[config.mk]
export PLATFORM = sky130hd
export DESIGN_NAME = fxalu_cell
export DESIGN_NICKNAME = d
export VERILOG_FILES = /design/src/fxalu_pkg.sv /design/src/fxalu_cell.sv
export SDC_FILE = /design/constraint.sdc
export NUM_CORES = 1
export LEC_CHECK = 0
export BUFFER_PORTS_ARGS = -buffer_cell sky130_fd_sc_hd__buf_2
export CORE_ASPECT_RATIO = 1.75
export CORE_MARGIN = 2
export CORE_UTILIZATION = 50
export DETAILED_ROUTE_END_ITERATION = 10
export PLACE_DENSITY = 0.81
export SYNTH_ARGS = -nofsm -noshare
export SYNTH_HDL_FRONTEND = slang
export SYNTH_SLANG_ARGS = --single-unit
[constraint.sdc]
create_clock -name clk -period 12.2 [get_ports clk]
set_input_delay 3.05 -clock clk [delete_from_list [all_inputs] [get_ports clk]]
set_output_delay 3.05 -clock clk [all_outputs]
set_load 0.02 [all_outputs]
[src/fxalu_pkg.sv]
// ----------------------------------------------------------------------------
// fxalu_pkg
// Shared types and constants for the Q24.8 fixed-point ALU.
// ----------------------------------------------------------------------------
package fxalu_pkg;

  localparam int unsigned DataW    = 32;
  localparam int unsigned FracBits = 8;
  localparam int unsigned QuotW    = DataW + FracBits;
  localparam int unsigned NumCells = QuotW;
  localparam int unsigned MagW     = DataW;

  typedef enum logic [3:0] {
    OP_ADD = 4'd0, OP_SUB = 4'd1, OP_MUL = 4'd2, OP_DIV = 4'd3,
    OP_INC = 4'd4, OP_DEC = 4'd5, OP_MIN = 4'd6, OP_MAX = 4'd7,
    OP_GT  = 4'd8, OP_LT  = 4'd9, OP_GE  = 4'd10, OP_LE = 4'd11,
    OP_EQ  = 4'd12, OP_NE = 4'd13, OP_TOINT = 4'd14, OP_FROMINT = 4'd15
  } op_t;

  // One beat travelling down the row of cells.
  typedef struct packed {
    logic                      valid;
    logic                      is_div;
    logic                      neg;
    logic                      dz;
    logic [DataW-1:0]          res;
    logic                      cmp;
    logic [MagW:0]             rem;
    logic [QuotW-1:0]          num;
    logic [MagW-1:0]           den;
  } lane_t;

endpackage

[src/fxalu_cell.sv]
// ----------------------------------------------------------------------------
// fxalu_cell
// One restoring-division step: shifts in a numerator bit, trial-subtracts,
// passes the beat on to the next cell.
// ----------------------------------------------------------------------------
module fxalu_cell (
  input  logic             clk,
  input  logic             rst,
  input  logic             en,
  input  fxalu_pkg::lane_t lane_in,
  output fxalu_pkg::lane_t lane_out
);
  import fxalu_pkg::*;

  logic [MagW:0]  trial;
  logic [MagW+1:0] diff;
  lane_t          lane_next;

  assign trial = {lane_in.rem[MagW-1:0], lane_in.num[QuotW-1]};
  assign diff  = {1'b0, trial} - {2'b00, lane_in.den};

  always_comb begin
    lane_next = lane_in;
    if (lane_in.is_div) begin
      lane_next.rem = diff[MagW+1] ? trial : diff[MagW:0];
      lane_next.num = {lane_in.num[QuotW-2:0], ~diff[MagW+1]};
    end
  end

  always_ff @(posedge clk) begin
    if (rst) begin
      lane_out.valid <= 1'b0;
    end else if (en) begin
      lane_out <= lane_next;
    end
  end

endmodule

# Word level (Yosys, flattened, before mapping)
# Index checks and enable logic that the tools add are counted.
# W data, S select, Z words.
word_totals:
  output_inout_bits: 142
  in_bits: 145
  ff_bits: 142
  word_cells: 15
classes:
  n_mux: 2
  reduce_logical: 1
  bitwise_logic: 2
  addsub: 1
ops:
  columns: ["operator", "n"]
  rows:
  - ["$mux W73", 1]
  - ["$sub A33 B32 Y34", 1]
  - ["$mux W33", 1]
  - ["$not A1 Y1", 2]
  - ["$reduce_and A2 Y1", 1]

# Logic depth before layout (Yosys ltp)
depth:
  word_depth: 3
  mapped_depth: 12
  ltp_nobuf: 11

# Worst setup path after synthesis
# Ideal clock, no wire load.
synth_path:
  path_type: "input to register"
  start: "input port rst"
  end: "register lane_out[0] (netlist bit), enable pin"
  slack_ns: 2.234
  t_arrival_ns: 9.304
  t_required_ns: 11.538
  setup_ns: 0.662
  path_stages: 1
  cell_sequence: "nor2b_1"
synth_between:
  elab_chain_len: 2
synth_rtl:
  columns: ["item", "line", "rtl"]
  rows:
  - ["from (decl)", "fxalu_cell.sv:8", "input logic rst,"]
  - ["$not A1 Y1 (no line)", null, null]
  - ["$reduce_and A2 Y1 (no line)", null, null]
  - ["to (signal assigned)", "fxalu_cell.sv:34", "lane_out <= lane_next;"]
  - ["to (decl)", "fxalu_cell.sv:11", "output fxalu_pkg::lane_t lane_out"]
# Every way passes these cells.
# A chain may end at the register's enable or synchronous reset.

==> key figures <==
Outcome
  – Status: finished, final reports clean

Global routing
  – Tot GR Track Use: 0.258
  – First-pass GRT wire length: 32800 um
  – Largest net degree at the start of global routing: 90
  – Grt ovf: 0
  – Vias in the first global route: 6301
  – Initial antenna violation count: 0

Cells and area
  – Antenna cells: 0
  – Fillers: 1197
  – Final nets: 1100
  – Largest register FFs: 142
  – Share of cells above drive strength 1: 0.399
  – Largest regs: lane_out: 142 flops
  – Area growth from synthesis to layout: 28.1%
  – Most flops, register: lane_out
  – Fin util: 0.655
  – Design Area, Final: 9720 um^2

STA
  – Hold Violations, Final: 0
  – F_max: 181 MHz
  – Clock skew: 0 ns
  – RSZ-0062 raised after global routing: no
  – Slew @ Worst Pin: 1.12 ns
  – Relative slew slack: 0.251
  – Slew Limit Fails: 0
  – Fin Hold WS: 0.492 ns
  – Final setup vio count: 0
  – Fin crit share: 0.454
  – Setup TNS: 0 ns
  – Final min period: 5.54 ns

Synth
  – Synth Instances: 644
  – Post-Syn Nets: 822
  – Synthesized flop and latch total: 142
  – Avg Cell Area, Syn: 11.8 um^2
  – Synth area leader: edfxtp_1
  – Sequential share of the synthesized area: 0.561
  – Number of synthesized flops with an enable pin: 141
  – Synth cell types: 62
  – Ys async rst share: 0
  – Synth top area share: 0.558
  – Yosys Warn Count: 0
  – Top FF cell, synth: edfxtp_1
  – Top cells by area, synth: edfxtp_1 56%, mux2_2 5.6%, ha_1 5.3%
  – Synth Cell Area: 7580 um^2
  – Most frequent cells after synthesis: 141 x edfxtp_1, 43 x o21ai_0, 42 x nor2_1
  – Count leader, synth: edfxtp_1

Floorplanning
  – Starting density of the core: 0.511
  – I/O Pins: 287
  – Core outline area: 14800 um^2
  – Die Y: 167 um
  – Full die area: 16200 um^2
  – Die width: 97.1 um
  – Row count: 59

Detailed routing
  – DRT Pass-1 Iters: 5
  – Total routed wirelength: 21600 um
  – Initial DRC count: 402
  – Drt wl/cell: 19.3 um
  – Final ANT Viol Nets: 0
  – Via Count: 6266
  – DR vias/cell: 5.60
  – Drt drc: 0

Clocking
  – Number of CTS-inserted buffers: 17
  – Later-pin clock latency in the skew report: 0.41 ns
  – Number of instances resized during post-cts repair: 0
  – Longest Clk Path Bufs: 2
  – Cts hold-fix bufs: 0
  – Clock tree from TritonCTS: done
  – Clk pin slew, worst setup/hold paths: 0.07 ns
  – TritonCTS Sinks: 142
  – H-Tree Depth: 4
  – Root buffer cell: clkbuf_16
  – Setup bufs post-CTS: 0

Critical path
  – Worst setup SP type: input port
  – WS Path Type: in -> reg
  – Arr. time, crit path: 5.67 ns
  – CP Max Fanout: 23
  – CP Capture Type: flip-flop
  – Req. time, crit path: 12.33 ns

Job
  – Max-cap violations: 0

Place
  – Post-DP Area: 9140 um^2
  – Port Buffer Count: 286
  – Routability Congestion: 0.916
  – Dpl hpwl: 16300 um

Power
  – Final total power: 1.40 mW
  – IR drop worst, VDD: 95.7 uV
  – Static Leakage: 4.19 nW
  – Power Density: 144 nW/um^2

Min path
  – HP Class: reg -> reg
-- cell type report --
class,count,area [um^2],area share
flip-flops and latches,142,4250,0.438
multi-input cells,429,3030,0.312
repair buffers,291,1470,0.151
clock buffers,18,429,0.0442
well taps,183,229,0.0236
inverters,41,154,0.0158
clock inverters,14,148,0.0152
-- layer usage --
layer / wire [um] / vias to the layer above / GRT usage
li1: - / 3000 / -
met3: 1260 / 52 / 0.0533
met1: 7910 / 2920 / 0.284
met4: 767 / 0 / 0.110
met2: 11600 / 294 / 0.476
met5: 0 / - / 0
-- path summary, 6_finish.rpt --
| check | from | end | slack (ns) | cells after the start |
|---|---|---|---|---|
| hold reg to reg | lane_out[141] | lane_out[141] | 0.49 | 2 |
| hold / removal | lane_out[141] | lane_out[141] | 0.49 | 2 |
| setup / recovery | lane_in[1] | lane_out[100] | 6.66 | 11 |
| setup reg to reg | lane_out[141] | lane_out[141] | 11.63 | 2 |
-- power breakdown --
part	internal [mW]	switching, mW	leakage [nW]
sequential	0.581	0.00903	1.33
combinational	0.109	0.183	2.59
clock	0.289	0.225	0.275
-- critical path, cell delays in order --
cell and delay [ns]:
buf_2 0.12, inv_1 0.05, ha_1 0.27, nor2b_1 0.14, o31a_1 0.29, o2111ai_1 0.37
a21o_2 0.22, a21oi_4 0.08, a311o_2 0.52, o21ai_2 0.38, o221ai_1 0.18
-- per-stage QoR --
stage	setup WS, ns	cells
6_report	6.66	1118
5_1_grt	6.49	1118
4_1_cts	6.66	1118
3_5_place_dp	6.24	1086
3_3_place_gp	6.27	1086
2_1_floorplan	2.23	644
-- placed cells by master, fill, tap and decap left out, types with 7 or more instances in the layout --
master,instances
a211oi_1,7
a21o_1,19
a21oi_1,35
a31oi_1,29
and3_1,7
buf_2,285
clkbuf_16,17
edfxtp_1,141
ha_1,32
inv_1,41
mux2_2,38
nand2_1,28
nand2b_1,8
nand3_1,32
nor2_1,41
nor2b_1,8
o21ai_0,43
xnor2_1,14
xor2_1,13
-- logic make-up after synthesis --
kind of cell | after synthesis | share of synthesized area
adders and majority gates | 33 | 0.0554
xor gates and xnor gates | 27 | 0.0312
muxes | 40 | 0.0591
and+or+nand+nor | 153 | 0.0993
buffers and inverters | 73 | 0.0406
DFF | 142 | 0.561
AOI/OAI and AO/OA | 176 | 0.153
No activity file was read; power rests on OpenSTA's default activity.
