**src/fxalu_pkg.sv**
```systemverilog
// ----------------------------------------------------------------------------
// fxalu_pkg
// Shared types and constants for the Q24.8 fixed-point ALU.
// ----------------------------------------------------------------------------
package fxalu_pkg;

  localparam int unsigned DataW    = 32;
  localparam int unsigned FracBits = 8;
  localparam int unsigned QuotW    = DataW + FracBits;
  localparam int unsigned NumCells = QuotW;
  localparam int unsigned MagW     = DataW;

  typedef enum logic [3:0] {
    OP_ADD = 4'd0, OP_SUB = 4'd1, OP_MUL = 4'd2, OP_DIV = 4'd3,
    OP_INC = 4'd4, OP_DEC = 4'd5, OP_MIN = 4'd6, OP_MAX = 4'd7,
    OP_GT  = 4'd8, OP_LT  = 4'd9, OP_GE  = 4'd10, OP_LE = 4'd11,
    OP_EQ  = 4'd12, OP_NE = 4'd13, OP_TOINT = 4'd14, OP_FROMINT = 4'd15
  } op_t;

  // One beat travelling down the row of cells.
  typedef struct packed {
    logic                      valid;
    logic                      is_div;
    logic                      neg;
    logic                      dz;
    logic [DataW-1:0]          res;
    logic                      cmp;
    logic [MagW:0]             rem;
    logic [QuotW-1:0]          num;
    logic [MagW-1:0]           den;
  } lane_t;

endpackage

```
**src/fxalu_front.sv**
```systemverilog
// ----------------------------------------------------------------------------
// fxalu_front
// Decodes one beat: all non-divide operations, plus divide set-up.
// Multiply result is registered here; divide runs in the cell row.
// ----------------------------------------------------------------------------
module fxalu_front (
  input  logic                           clk,
  input  logic                           rst,
  input  logic                           en,
  input  logic                           in_valid,
  input  logic [3:0]                     operation,
  input  logic signed [fxalu_pkg::DataW-1:0] operand_a,
  input  logic signed [fxalu_pkg::DataW-1:0] operand_b,
  output fxalu_pkg::lane_t               lane
);
  import fxalu_pkg::*;

  op_t               op;
  logic [MagW-1:0]   mag_a;
  logic [MagW-1:0]   mag_b;
  logic              neg;
  logic [2*MagW-1:0] prod;
  logic [DataW-1:0]  pmag;
  logic [DataW-1:0]  res_c;
  logic              cmp_c;
  lane_t             lane_next;

  assign op    = op_t'(operation);
  assign mag_a = operand_a[DataW-1] ? (~operand_a + 1'b1) : operand_a;
  assign mag_b = operand_b[DataW-1] ? (~operand_b + 1'b1) : operand_b;
  assign neg   = operand_a[DataW-1] ^ operand_b[DataW-1];
  assign prod  = mag_a * mag_b;
  assign pmag  = prod[FracBits +: DataW];

  always_comb begin
    res_c = '0;
    cmp_c = 1'b0;
    unique case (op)
      OP_ADD:     res_c = operand_a + operand_b;
      OP_SUB:     res_c = operand_a - operand_b;
      OP_MUL:     res_c = neg ? (~pmag + 1'b1) : pmag;
      OP_DIV:     res_c = '0;
      OP_INC:     res_c = operand_a + 1'b1;
      OP_DEC:     res_c = operand_a - 1'b1;
      OP_MIN:     res_c = (operand_a > operand_b) ? operand_b : operand_a;
      OP_MAX:     res_c = (operand_a < operand_b) ? operand_b : operand_a;
      OP_GT:      cmp_c = operand_a > operand_b;
      OP_LT:      cmp_c = operand_a < operand_b;
      OP_GE:      cmp_c = operand_a >= operand_b;
      OP_LE:      cmp_c = operand_a <= operand_b;
      OP_EQ:      cmp_c = operand_a == operand_b;
      OP_NE:      cmp_c = operand_a != operand_b;
      OP_TOINT:   res_c = operand_a >>> FracBits;
      OP_FROMINT: res_c = operand_a << FracBits;
      default:    res_c = '0;
    endcase
  end

  always_comb begin
    lane_next        = '0;
    lane_next.valid  = in_valid;
    lane_next.is_div = (op == OP_DIV) && (operand_b != '0);
    lane_next.dz     = (op == OP_DIV) && (operand_b == '0);
    lane_next.neg    = neg;
    lane_next.res    = res_c;
    lane_next.cmp    = cmp_c;
    lane_next.rem    = '0;
    lane_next.num    = {mag_a, {FracBits{1'b0}}};
    lane_next.den    = mag_b;
  end

  always_ff @(posedge clk) begin
    if (rst) begin
      lane.valid <= 1'b0;
    end else if (en) begin
      lane <= lane_next;
    end
  end

endmodule

```
**config.mk**
```make
export PLATFORM = sky130hd
export DESIGN_NAME = fxalu_front
export DESIGN_NICKNAME = d
export VERILOG_FILES = /design/src/fxalu_pkg.sv /design/src/fxalu_front.sv
export SDC_FILE = /design/constraint.sdc
export NUM_CORES = 2
export LEC_CHECK = 0
export BUFFER_PORTS_ARGS = -buffer_cell sky130_fd_sc_hd__buf_2
export CAP_MARGIN = 20
export CORE_AREA = 2 2 278 280
export DETAILED_ROUTE_END_ITERATION = 8
export DIE_AREA = 0 0 280 282
export GPL_TIMING_DRIVEN = 0
export SYNTH_ARGS = -nofsm -noshare
export SYNTH_HDL_FRONTEND = slang
export SYNTH_SLANG_ARGS = --single-unit
```
**constraint.sdc**
```tcl
create_clock -name clk -period 23.1 [get_ports clk]
set_input_delay 2.31 -clock clk [delete_from_list [all_inputs] [get_ports clk]]
set_output_delay 2.31 -clock clk [all_outputs]
set_load 0.005 [all_outputs]
```
=== Yosys cells after proc, flatten, opt, wreduce, memory -nomap -nowiden ===
Index checks and enable logic that the tools add are counted.

* Register bits: 101
* Word-level logic and storage cells: 55

* Add/subtract/negate cells: 7
* Multiply operators: 1
* $lt $le $gt $ge: 4
* Equality and inequality tests: 17
* Multiplexer cells: 7
* Bitwise logic cells: 5
* Reduce and logical (&&, ||, !) cells: 6

{| class="wikitable"
|+ Operators by type and width
! kind !! count
|-
| $pmux W32 S9 || 1
|-
| $mux W32 || 5
|-
| $add A32 B1 Y32 const B || 4
|-
| $not A32 Y32 || 3
|-
| $mul A32 B32 Y40 || 1
|-
| $add A32 B32 Y32 || 1
|-
| $eq A32 B32 Y1 || 1
|-
| $eq A4 B4 Y1 const B || 8
|-
| $ge A32 B32 Y1 || 1
|-
| $gt A32 B32 Y1 || 1
|-
| $le A32 B32 Y1 || 1
|-
| $logic_not A32 Y1 || 1
|-
| $lt A32 B32 Y1 || 1
|-
| $ne A32 B32 Y1 || 1
|-
| $reduce_bool A32 Y1 || 1
|-
| $sub A32 B1 Y32 const B || 1
|-
| $sub A32 B32 Y32 || 1
|-
| $eq A4 B3 Y1 const B || 4
|-
| $eq A4 B2 Y1 const B || 2
|-
| $pmux W1 S6 || 1
|-
| $eq A4 B1 Y1 const B || 1
|-
| $logic_not A4 Y1 || 1
|-
| $logic_and A1 B1 Y1 || 2
|-
| $reduce_and A2 Y1 || 1
|-
| other kinds (2) || 2
|}

=== Longest topological paths before layout ===
* Depth after elaboration: 8
* Mapped depth: 38
* Gate-level depth less buffers: 34

=== Worst setup path after synthesis ===
No wires, ideal clock.

* Path type: input port to flip-flop
* Start: in operand_a[0] in the netlist's numbering
* End: reg lane[136] in the netlist's numbering, data pin
* Arrival: 11333 ps
* Path slack: 11504 ps
* Cell stages on the path: 35
* Buffers on the path: 3
* Cell sequence: inv_1 clkbuf_1 ha_1 nor4b_2 nand2_1 o41ai_1 xor2_1 clkbuf_1 nor2_1 fa_1 fa_1 fa_1 inv_1 fa_1 inv_1 fa_1 inv_1 fa_1 inv_1 fa_1 fa_1 ha_1 clkbuf_1 a21o_1 a31o_2 a21o_1 a221oi_1 o31a_1 nand2_1 o311a_1 a211oi_1 nand4_1 a21oi_1 o21ai_1 a2111o_1

{| class="wikitable"
|+ RTL lines
! what !! line !! RTL
|-
| start: declaration || fxalu_front.sv:12 || <nowiki>input logic signed [fxalu_pkg::DataW-1:0] operand_a,</nowiki>
|-
| end signal: assignment || fxalu_front.sv:76 || <nowiki>lane <= lane_next;</nowiki>
|-
| end: declaration || fxalu_front.sv:14 || <nowiki>output fxalu_pkg::lane_t lane</nowiki>
|}

==> metrics.log <==
[metrics] post-CTS setup buffers: 0
[metrics] number of inserted filler cells in the final layout: 7467
[metrics] CP most frequent cell: sky130_fd_sc_hd__fa_1
[metrics] commonest cells in the netlist: sky130_fd_sc_hd__inv_1, sky130_fd_sc_hd__fa_1, sky130_fd_sc_hd__nor2_1
[metrics] Gate Count Post-Synth: 3956
[metrics] Worst-Margin Slew: 1290 ps
[metrics] total negative setup slack: 0 ps
[metrics] detailed-route DRC error count: 0
[metrics] worst setup path class: input port to flop
[metrics] cell type contributing the most total cell area after synthesis: sky130_fd_sc_hd__fa_1
[metrics] # clock sinks: 101
[metrics] Final Routed Wirelength: 134000 um
[metrics] Crit-path slowest cell: sky130_fd_sc_hd__clkbuf_1
[metrics] async set-or-reset flop fraction in the synthesized netlist: 0
[metrics] worst-case clock buffer depth: 2
[metrics] count of hold buffers inserted by post-cts repair: 0
[metrics] required time of the critical path: 23270 ps
[metrics] via count of the first global-routing pass: 30.2k
[metrics] largest registers ranked by flip-flop count: lane: 101 flops
[metrics] most repeated cell in the gate-level netlist after synthesis: sky130_fd_sc_hd__inv_1
[metrics] number of max-slew violations in the final report: 0
[metrics] layout overhead on the synthesized area: 8.66%
[metrics] path class of the lowest-slack min-delay path: flop to flop
[metrics] library cells used by synthesis: 91
[metrics] number of buffers created by CTS: 9
[metrics] Post-synth top flop: sky130_fd_sc_hd__edfxtp_1
[metrics] Initial DRC Count: 2923
[metrics] global-route total usage across every layer: 0.344
[metrics] fraction of the yosys area taken by sequential cells: 0.0893
[metrics] RePlAce Congestion: 1.02
[metrics] die area: 0.0790 mm^2
[metrics] CTS tree: done
[metrics] starting density of the core: 0.447
[metrics] aggregate global routing overflow: 0
[metrics] number of cells on the worst hold path: 2
[metrics] vias post-DR: 29.9k
[metrics] post-route clock period utilization: 0.642
[metrics] number of synthesized register bits: 101
[metrics] IO Pins: 214
[metrics] synthesized area per cell: 8.55 um^2
[metrics] final-stage net count: 5142
[metrics] wire length per cell: 25.8 um
[metrics] Horiz. Die Dim: 280 um
[metrics] CTS resizes: 0
[metrics] register with the most flip-flops: lane
[metrics] startpoint kind of the worst setup timing path: input port
[metrics] number of maximum-capacitance violations: 0
[metrics] fraction of synthesized cell area taken by the top area cell type: 0.370
[metrics] Setup Skew: 0 ps
[metrics] core outline area: 0.0757 mm^2
[metrics] RSZ-0062 raised after global routing: false
[metrics] count of input and output buffers: 169
[metrics] DR pass1 iterations: 8
[metrics] dominant cells by area after synthesis: sky130_fd_sc_hd__fa_1, sky130_fd_sc_hd__edfxtp_1, sky130_fd_sc_hd__ha_1, sky130_fd_sc_hd__inv_1, sky130_fd_sc_hd__nor2_1
[metrics] layout cell share with drive strength beyond 1: 0.0826
[metrics] post-route antenna net violation count: 0
[metrics] global-route wire length before repair: 196000 um
[metrics] element type at the critical path end: flop
[metrics] synthesized cell area: 0.0338 mm^2
[metrics] worst-case headroom to the max-slew limit: 0.132
[metrics] arrival time at the worst endpoint: 15000 ps
[metrics] peak per-stage delay on the critical path: 930 ps
[metrics] largest net degree at the start of global routing: 35
[metrics] Die Y-Extent: 282 um
[metrics] number of cells traversed by the worst register-to-register path: 2
[metrics] count of yosys warnings during synthesis: 0
[metrics] post-layout minimum cycle time: 14820 ps
[metrics] final number of hold-violating endpoints: 0
[metrics] achievable frequency: 67.5 MHz
[metrics] setup-violating endpoint count in the final report: 0
[metrics] worst skew pair latency: 410 ps
[metrics] run status: complete, no violations
[metrics] row count: 101
[metrics] Root Buffer Master: sky130_fd_sc_hd__clkbuf_16
[metrics] per-cell via count in the routed design: 5.76
[metrics] CTS clk-pin slew, worst paths: 90 ps
[metrics] half-perimeter wire length of the detailed placement result: 113000 um
[metrics] Largest register FFs: 101
[metrics] CP Max Fanout: 11
[metrics] number of antenna violations at the first check in global routing: 2
[metrics] number of levels the H-tree was split into: 3
[metrics] number of synthesized flops with an enable pin: 100
-- cells by family after synthesis --
group,count (synthesis),synth area share
flops,101,0.0893
fa+ha+maj,863,0.458
other cells,1,0.000111
simple gates,1162,0.150
xor+xnor,207,0.0552
buf+inv,989,0.116
compound gates,593,0.120
mux,40,0.0122
-- worst paths after layout --
path                                                to                    from  slack, ps
worst min-delay path            lane[141]$_SDFFE_PP0P_  lane[141]$_SDFFE_PP0P_        500
worst max-delay path               lane[133]$_DFFE_PP_            operand_a[0]       8280
worst min register to register  lane[141]$_SDFFE_PP0P_  lane[141]$_SDFFE_PP0P_        500
worst max register to register  lane[141]$_SDFFE_PP0P_  lane[141]$_SDFFE_PP0P_      22510
-- cells in the final DEF (no fill, tap or decap), drive strengths merged, types with 21 or more instances in the layout --
cell type,n
a21o,62
a21oi,152
a31oi,24
and2,21
and3,21
buf,270
clkbuf,168
conb,41
edfxtp,100
fa,626
ha,237
inv,750
mux2i,32
nand2,400
nand3,36
nor2,511
nor3,35
nor4,25
o211ai,21
o21ai,109
o21bai,23
o31ai,26
xnor2,149
xor2,57
-- area by class of cell --
class	count	area, um^2	area share
buffer	228	1060	0.0287
clock buffer	10	229	0.00623
tap	978	1220	0.0333
multi-input combinational	2906	27100	0.738
timing repair buffer	200	1160	0.0316
inverter	761	2860	0.0777
sequential	101	3020	0.0822
clock inverter	6	80.1	0.00218
antenna	1	2.50	0.0000681
-- per-layer routing --
metal	vias to the layer above	track usage	wire length [um]
li1	12971	-	-
met1	14946	0.440	51700
met2	1615	0.541	60000
met3	386	0.0675	12700
met4	4	0.208	9520
met5	-	0	27
-- metrics by stage --
step                      setup WS, ps  area (um^2)  hold slack [ps]  std cells   util
after floorplan                  11500        34000              485       3996      -
after global placement            7840        36100              475       5143  0.476
after detailed placement          8220        36400              500       5173  0.481
after CTS                         8630        36800              520       5189  0.486
after global routing              7820        36800              575       5190  0.486
final                             8280        36800              505       5191  0.486
-- worst max-delay path, delay by kind of cell --
family	cells	cell delay, ps
buf+inv	10	3230
simple gates	6	1450
fa+ha+maj	10	4590
compound gates	8	2050
xor+xnor	3	1340
Power is not shown: default switching activity piles up to over one toggle a cycle in this logic, so the estimate is an artifact.
